===== src/hdl/rpn_pkg.sv =====
// ----------------------------------------------------------------------------
// rpn_pkg
// Shared types and constants of the postfix expression evaluator.
// ----------------------------------------------------------------------------
package rpn_pkg;

  localparam int unsigned DataW  = 32;
  localparam int unsigned FuncW  = 3;
  localparam int unsigned CodeW  = 3;
  localparam int unsigned DivSteps = DataW;
  localparam int unsigned StepW  = $clog2(DivSteps);

  typedef enum logic [FuncW-1:0] {
    K_NUM = 3'd0,
    K_ADD = 3'd1,
    K_SUB = 3'd2,
    K_MUL = 3'd3,
    K_DIV = 3'd4,
    K_END = 3'd5
  } kind_e;

  typedef enum logic [CodeW-1:0] {
    E_NONE      = 3'd0,
    E_MISSING   = 3'd1,
    E_DIVZERO   = 3'd2,
    E_OVERFLOW  = 3'd3,
    E_NOTSINGLE = 3'd4
  } err_e;

  typedef enum logic [1:0] {
    ST_IDLE,
    ST_EXEC,
    ST_DIV,
    ST_FIN
  } state_e;

endpackage


===== src/hdl/rpn_if.sv =====
// ----------------------------------------------------------------------------
// rpn_if
// Valid/ready channels for tokens and expression results.
// ----------------------------------------------------------------------------
interface rpn_tok_if;
  logic               valid;
  logic               ready;
  logic [2:0]         func;
  logic signed [31:0] operand;

  modport source (output valid, func, operand, input ready);
  modport sink   (input valid, func, operand, output ready);
endinterface

interface rpn_res_if;
  logic               valid;
  logic               ready;
  logic signed [31:0] value;
  logic               error_flag;
  logic [2:0]         error_code;

  modport source (output valid, value, error_flag, error_code, input ready);
  modport sink   (input valid, value, error_flag, error_code, output ready);
endinterface


===== src/hdl/rpn_expression_evaluator_top.sv =====
// Sequencing: number and end tokens are handled in the idle state; add, subtract and multiply
// read the stack, then execute in ST_EXEC; divide runs ST_EXEC, the radix-2 divider (32 steps), ST_FIN.
// Tokens are taken only in the idle state, not during an operation; the end token's result is registered and
// a new token is taken once that result is free or being taken.
// Reset: sequencer idle, stack empty, no error, no result pending; stack RAM not cleared.
// ----------------------------------------------------------------------------
// rpn_expression_evaluator_top
// Postfix integer expression evaluator with a RAM stack, a top-of-stack register
// and one iterative radix-2 divider.
// ----------------------------------------------------------------------------
module rpn_expression_evaluator_top #(
  parameter int unsigned STACK_DEPTH = 16
) (
  input  logic       clk_i,
  input  logic       rst_ni,
  rpn_tok_if.sink    tok_i,
  rpn_res_if.source  res_o
);
  import rpn_pkg::*;

  localparam int unsigned CntW  = $clog2(STACK_DEPTH + 1);
  localparam int unsigned AddrW = $clog2(STACK_DEPTH);
  localparam logic [CntW-1:0] FullCnt = CntW'(STACK_DEPTH);

  state_e            state_q, state_d;
  logic [CntW-1:0]   count_q, count_d;
  err_e              err_q, err_d;
  kind_e             op_q, op_d;
  logic [DataW-1:0]  tos_q, tos_d;
  logic [DataW-1:0]  rem_q, rem_d;
  logic [DataW-1:0]  quo_q, quo_d;
  logic [DataW-1:0]  dvs_q, dvs_d;
  logic              neg_q, neg_d;
  logic [StepW-1:0]  step_q, step_d;
  logic              out_valid_q, out_valid_d;
  logic [DataW-1:0]  out_value_q, out_value_d;
  err_e              out_code_q, out_code_d;

  logic              tok_ready;
  logic              tok_fire;
  logic [CntW-1:0]   cnt_m1, cnt_m2;
  logic              ram_we, ram_re;
  logic [DataW-1:0]  ram_rdata;
  logic [DataW:0]    trial;

  assign cnt_m1 = count_q - CntW'(1);
  assign cnt_m2 = count_q - CntW'(2);
  assign trial  = {rem_q, quo_q[DataW-1]} - {1'b0, dvs_q};

  rpn_ram #(
    .WIDTH(DataW),
    .DEPTH(STACK_DEPTH)
  ) u_stack (
    .clk_i  (clk_i),
    .we_i   (ram_we),
    .waddr_i(cnt_m1[AddrW-1:0]),
    .wdata_i(tos_q),
    .re_i   (ram_re),
    .raddr_i(cnt_m2[AddrW-1:0]),
    .rdata_o(ram_rdata)
  );

  assign tok_ready = (state_q == ST_IDLE) && (!out_valid_q || res_o.ready);
  assign tok_fire  = tok_i.valid && tok_ready;

  always_comb begin
    state_d     = state_q;
    count_d     = count_q;
    err_d       = err_q;
    op_d        = op_q;
    tos_d       = tos_q;
    rem_d       = rem_q;
    quo_d       = quo_q;
    dvs_d       = dvs_q;
    neg_d       = neg_q;
    step_d      = step_q;
    out_valid_d = out_valid_q && !res_o.ready;
    out_value_d = out_value_q;
    out_code_d  = out_code_q;
    ram_we      = 1'b0;
    ram_re      = 1'b0;
    case (state_q)
      ST_IDLE: begin
        if (tok_fire) begin
          case (tok_i.func)
            K_END: begin
              out_valid_d = 1'b1;
              if (err_q != E_NONE) begin
                out_value_d = '1;
                out_code_d  = err_q;
              end else if (count_q == CntW'(1)) begin
                out_value_d = tos_q;
                out_code_d  = E_NONE;
              end else begin
                out_value_d = '1;
                out_code_d  = E_NOTSINGLE;
              end
              count_d = '0;
              err_d   = E_NONE;
            end
            K_NUM: begin
              if (err_q == E_NONE) begin
                if (count_q == FullCnt) begin
                  err_d = E_OVERFLOW;
                end else begin
                  ram_we  = (count_q != '0);
                  tos_d   = tok_i.operand;
                  count_d = count_q + CntW'(1);
                end
              end
            end
            K_ADD, K_SUB, K_MUL, K_DIV: begin
              if (err_q == E_NONE) begin
                if (count_q < CntW'(2)) begin
                  err_d = E_MISSING;
                end else if ((tok_i.func == K_DIV) && (tos_q == '0)) begin
                  err_d = E_DIVZERO;
                end else begin
                  ram_re  = 1'b1;
                  op_d    = kind_e'(tok_i.func);
                  state_d = ST_EXEC;
                end
              end
            end
            default: ;
          endcase
        end
      end
      ST_EXEC: begin
        state_d = ST_IDLE;
        case (op_q)
          K_ADD: begin
            tos_d   = ram_rdata + tos_q;
            count_d = cnt_m1;
          end
          K_SUB: begin
            tos_d   = ram_rdata - tos_q;
            count_d = cnt_m1;
          end
          K_MUL: begin
            tos_d   = ram_rdata * tos_q;
            count_d = cnt_m1;
          end
          K_DIV: begin
            neg_d   = ram_rdata[DataW-1] ^ tos_q[DataW-1];
            rem_d   = '0;
            quo_d   = ram_rdata[DataW-1] ? (~ram_rdata + DataW'(1)) : ram_rdata;
            dvs_d   = tos_q[DataW-1] ? (~tos_q + DataW'(1)) : tos_q;
            step_d  = '0;
            state_d = ST_DIV;
          end
          default: ;
        endcase
      end
      ST_DIV: begin
        if (!trial[DataW]) begin
          rem_d = trial[DataW-1:0];
          quo_d = {quo_q[DataW-2:0], 1'b1};
        end else begin
          rem_d = {rem_q[DataW-2:0], quo_q[DataW-1]};
          quo_d = {quo_q[DataW-2:0], 1'b0};
        end
        step_d = step_q + StepW'(1);
        if (step_q == StepW'(DivSteps - 1)) begin
          state_d = ST_FIN;
        end
      end
      ST_FIN: begin
        tos_d   = neg_q ? (~quo_q + DataW'(1)) : quo_q;
        count_d = cnt_m1;
        state_d = ST_IDLE;
      end
      default: state_d = ST_IDLE;
    endcase
  end

  always_ff @(posedge clk_i or negedge rst_ni) begin
    if (!rst_ni) begin
      state_q     <= ST_IDLE;
      count_q     <= '0;
      err_q       <= E_NONE;
      out_valid_q <= 1'b0;
    end else begin
      state_q     <= state_d;
      count_q     <= count_d;
      err_q       <= err_d;
      out_valid_q <= out_valid_d;
    end
  end

  always_ff @(posedge clk_i) begin
    op_q        <= op_d;
    tos_q       <= tos_d;
    rem_q       <= rem_d;
    quo_q       <= quo_d;
    dvs_q       <= dvs_d;
    neg_q       <= neg_d;
    step_q      <= step_d;
    out_value_q <= out_value_d;
    out_code_q  <= out_code_d;
  end

  assign tok_i.ready      = tok_ready;
  assign res_o.valid      = out_valid_q;
  assign res_o.value      = out_value_q;
  assign res_o.error_code = out_code_q;
  assign res_o.error_flag = (out_code_q != E_NONE);

`ifndef SYNTH
  a_count_bound: assert property (@(posedge clk_i) disable iff (!rst_ni)
    count_q <= FullCnt)
    else $error("stack count above depth");

  a_end_clears: assert property (@(posedge clk_i) disable iff (!rst_ni)
    (tok_fire && (tok_i.func == K_END)) |=> (count_q == '0) && out_valid_q
      && (err_q == E_NONE))
    else $error("end transaction did not clear the stack");

  a_err_value: assert property (@(posedge clk_i) disable iff (!rst_ni)
    (out_valid_q && (out_code_q != E_NONE)) |-> (out_value_q == '1))
    else $error("error result without all-ones value");

  a_div_operands: assert property (@(posedge clk_i) disable iff (!rst_ni)
    (state_q == ST_DIV) |-> (count_q >= CntW'(2)) && (dvs_q != '0))
    else $error("divider running without two operands");
`endif

endmodule


===== src/hdl/rpn_ram.sv =====
// ----------------------------------------------------------------------------
// rpn_ram
// Generic single write port, single read port RAM with registered read.
// ----------------------------------------------------------------------------
module rpn_ram #(
  parameter int unsigned WIDTH = 32,
  parameter int unsigned DEPTH = 16
) (
  input  logic                     clk_i,
  input  logic                     we_i,
  input  logic [$clog2(DEPTH)-1:0] waddr_i,
  input  logic [WIDTH-1:0]         wdata_i,
  input  logic                     re_i,
  input  logic [$clog2(DEPTH)-1:0] raddr_i,
  output logic [WIDTH-1:0]         rdata_o
);

  logic [WIDTH-1:0] mem_q [DEPTH];
  logic [WIDTH-1:0] rdata_q;

  always_ff @(posedge clk_i) begin
    if (we_i) begin
      mem_q[waddr_i] <= wdata_i;
    end
    if (re_i) begin
      rdata_q <= mem_q[raddr_i];
    end
  end

  assign rdata_o = rdata_q;

endmodule


===== src/flat_wrapper.sv =====
// flat-port wrapper written by rule: the top's interface ports become plain ports
module rpn_expression_evaluator_top_flat import rpn_pkg::*;
#(
  parameter int unsigned STACK_DEPTH = 16
)
  (clk_i, rst_ni, tok_i_valid, tok_i_func, tok_i_operand, tok_i_ready, res_o_valid, res_o_value, res_o_error_flag, res_o_error_code, res_o_ready);
  rpn_tok_if tok_i_i ();
  rpn_res_if res_o_i ();
  input  logic clk_i;
  input  logic rst_ni;
  input wire logic [$bits(tok_i_i.valid)-1:0] tok_i_valid;
  input wire logic [$bits(tok_i_i.func)-1:0] tok_i_func;
  input wire logic [$bits(tok_i_i.operand)-1:0] tok_i_operand;
  output wire logic [$bits(tok_i_i.ready)-1:0] tok_i_ready;
  output wire logic [$bits(res_o_i.valid)-1:0] res_o_valid;
  output wire logic [$bits(res_o_i.value)-1:0] res_o_value;
  output wire logic [$bits(res_o_i.error_flag)-1:0] res_o_error_flag;
  output wire logic [$bits(res_o_i.error_code)-1:0] res_o_error_code;
  input wire logic [$bits(res_o_i.ready)-1:0] res_o_ready;
  assign tok_i_i.valid = tok_i_valid;
  assign tok_i_i.func = tok_i_func;
  assign tok_i_i.operand = tok_i_operand;
  assign tok_i_ready = tok_i_i.ready;
  assign res_o_valid = res_o_i.valid;
  assign res_o_value = res_o_i.value;
  assign res_o_error_flag = res_o_i.error_flag;
  assign res_o_error_code = res_o_i.error_code;
  assign res_o_i.ready = res_o_ready;
  rpn_expression_evaluator_top #(.STACK_DEPTH(STACK_DEPTH)) u_core (.clk_i(clk_i), .rst_ni(rst_ni), .tok_i(tok_i_i), .res_o(res_o_i));
endmodule

===== config.mk =====
export PLATFORM = sky130hd
export DESIGN_NAME = rpn_expression_evaluator_top_flat
export DESIGN_NICKNAME = d
export VERILOG_FILES = /design/src/hdl/rpn_pkg.sv /design/src/hdl/rpn_if.sv /design/src/hdl/rpn_expression_evaluator_top.sv /design/src/hdl/rpn_ram.sv /design/src/flat_wrapper.sv
export SDC_FILE = /design/constraint.sdc
export NUM_CORES = 2
export LEC_CHECK = 0
export ABC_AREA = 0
export BUFFER_PORTS_ARGS = -buffer_cell sky130_fd_sc_hd__buf_2
export CAP_MARGIN = 5
export CORE_MARGIN = 2
export CORE_UTILIZATION = 25
export DETAILED_ROUTE_END_ITERATION = 10
export PLACE_DENSITY = 0.42
export SLEW_MARGIN = 10
export SYNTH_ARGS = -nofsm -noshare
export SYNTH_HDL_FRONTEND = slang
export SYNTH_SLANG_ARGS = --single-unit

===== constraint.sdc =====
create_clock -name clk_i -period 8.03 [get_ports clk_i]
set_input_delay 0.803 -clock clk_i [delete_from_list [all_inputs] [get_ports clk_i]]
set_output_delay 0.803 -clock clk_i [all_outputs]
set_load 0.005 [all_outputs]

==> reports/qor.yml <==
outcome: "complete, no violations"
crit_path_start_kind: "register"
ys_ff_latch: 726
report.final.hold_viol_count: 0
maxCapViolCount: 0
grtUsageTotal_pct: 15.9
cp.arrival_ps: 8070
drt-initial-drc-count: 2272
critPathBufInv: 6
dr.pass1.iters: 5
clock_path_buffers: 3
cp-end-kind: "register"
crit_top_cell: "fa_1"
cp_max_fo: 8
fin_worst_skew_ps: 30.4
required_ps: 8490
gp_congestion: 0.856
grt_overflow: 0
synthArstFlopShare_pct: 1.38
period_share_pct: 94.8
netlist_instances: 3981
final_area_um2: 56700
grt_pass1_vias: 33252
synth_warnings: 0
ff2ff_setup_slack_ps: 420
port-buffer-count: 76
die_area_um2: 202000
design.portCount: 77
cpPeakStageDelay_ps: 560
synth-edff-count: 716
multiInputGateArea_um2: 25500
core_area_um2: 197000
cpLargestDelayFamily: "adder cells"
critPathKind: "reg -> reg"
drc: 0
yosys.cell_types.count: 77
regArea_um2: 21800
insertion_delay_ps: 710
syn_area_per_cell_um2: 12.5
maxSlewViolCount: 0
cts_inserted_buffers: 85
max_freq_mhz: 131
cts_tree: "built"
placed_cell_area_um2: 54000
setup_tns_ps: 0
clk_pin_slew_ps: 60
synth_area_um2: 49600
area_delta_synth_final_pct: 14.2
cts_root_buf: "clkbuf_16"
die_w_um: 449
wl_um: 161000
synthFlopType: "edfxtp_1"
antenna_found_initial: 14
fillers: 20159
fin_nets: 4723
tightest_slew_ps: 1000
grt_max_degree: 65
cts_max_level: 3
max-slew-margin-rel_pct: 32.3
vias_per_cell: 4.60
wl_per_cell_um: 23.8
die_y_um: 449
drtAntennaViolNets: 0
vias: 31163
finalWorstSetupSlack_ps: 421
finalSetupViolCount: 0
pre_cts_slack_ps: 386
hp-class: "in -> reg"
ys_seq_area_share_pct: 43.8
crit_slowest_cell: "edfxtp_1"
initial_core_util_pct: 25.2
drive_above_1_share_pct: 14.5
dp_hpwl_um: 114000
period_minus_slack_ps: 7610
cts.sinks: 726
num_rows: 163
grt_pass1_wl_um: 237000
rsz0062_at_grt: "no"
synth_nets: 4631
[cell families (layout without fill, tap and decap cells)]
group / count (synthesis) / in the layout / synth area share [%]
buffers and inverters: 670 / 828 / 5.09
adder cells (fa/ha/maj): 611 / 611 / 21.6
other: 0 / 1 / 0
multiplexers: 204 / 204 / 8.19
AO/OA/AOI/OAI: 435 / 435 / 5.74
XOR/XNOR: 254 / 254 / 4.48
AND/OR/NAND/NOR: 1081 / 1081 / 11.0
flip-flops: 726 / 726 / 43.8
[layout make-up]
class	count	share of cell area, %
Antenna cell	1	0.00442
Clock buffer	105	4.00
Clock inverter	48	0.678
Inverter	447	2.96
Multi-Input combinational cell	2585	45.0
Sequential cell	726	38.4
Tap cell	2640	5.83
Timing Repair Buffer	228	3.09
[through the flow]
stage	cells	hold WS, ps	util (%)
3_5_place_dp	6623	543	27.4
6_report	6780	370	28.7
2_1_floorplan	3981	507	-
5_1_grt	6779	349	28.7
4_1_cts	6777	320	28.7
3_3_place_gp	6623	551	27.4
[flip-flops by register name (all words and copies together), names as in the netlist, named ones only]
| name | flops |
|---|---|
| u_core.rem_q | 32 |
| u_core.err_q | 2 |
| u_core.op_q | 3 |
| u_core.res_o.value | 32 |
| u_core.tos_q | 32 |
| u_core.quo_q | 32 |
| u_core.u_stack.rdata_o | 32 |
| u_core.res_o.error_code | 3 |
| u_core.u_stack.mem_q | 512 |
| u_core.count_q | 5 |
| u_core.step_q | 5 |
| u_core.neg_q | 1 |
| u_core.res_o.valid | 1 |
| u_core.dvs_q | 32 |
| u_core.state_q | 1 |
[worst paths after layout]
| check | start | endpoint | cells after the start |
|---|---|---|---|
| min reg2reg | u_core.err_q[1] | u_core.res_o.error_code[1] | 0 |
| max | u_core.u_stack.rdata_o[11] | u_core.tos_q[31] | 25 |
| max reg2reg | u_core.u_stack.rdata_o[11] | u_core.tos_q[31] | 25 |
| max in group asynchronous | rst_ni | u_core.count_q[1] | 2 |
| min in group asynchronous | rst_ni | u_core.res_o.valid | 2 |
| min | tok_i_func[0] | u_core.op_q[0] | 1 |
[cell usage in the layout, fill, tap and decap left out, types with 20 or more instances in the layout]
cell and instances:
buf_2 76, edfxtp_1 716, or2_2 36, nor2_1 120
o31ai_1 39, o21ai_0 107, a211oi_1 23, xor2_1 118
or3_1 30, o41ai_1 20, nand2b_1 22, buf_4 133
ha_1 200, a21o_1 38, inv_1 447, xnor2_1 135
clkbuf_16 88, nand2_1 385, nand3_1 22, mux2i_1 30
fa_1 410, nor3_1 33, and2_1 313, mux4_2 160
a21oi_1 102
[cells in the mapped netlist (all sizes together) (14+ instances only)]
library cell	instances	area share, %
a211oi	23	0.35
a21o	38	0.57
a21oi	102	1.0
and2	313	3.9
buf	22	0.19
clkbuf	201	1.5
edfxtp	716	43
fa	410	17
ha	201	5.1
inv	447	3.4
mux2	14	0.32
mux2i	30	0.61
mux4	160	7.3
nand2	385	2.9
nand2b	23	0.29
nand3	23	0.23
nor2	136	1.0
nor2b	19	0.24
nor3	36	0.37
o21ai	107	1.1
o31ai	40	0.61
o41ai	20	0.35
or2	37	0.47
or3	32	0.42
or4	14	0.22
xnor2	135	2.4
xor2	119	2.1
[what timing repair did]
item,CTS,global route
hold buffers,1,0
resized for setup,0,2
endpoints found under the setup margin,0,1
endpoints found under the hold margin,10,0
buffers inserted,0,2
[layer usage]
layer	vias to the layer above	wire length, µm	global-route usage [%]
met1	16437	73000	21.6
met4	2	3900	4.20
met3	151	6180	1.86
li1	13931	-	-
met2	642	78200	26.9
met5	-	10	0
Power is not shown: default switching activity piles up to over one toggle a cycle in this logic, so the estimate is an artifact.
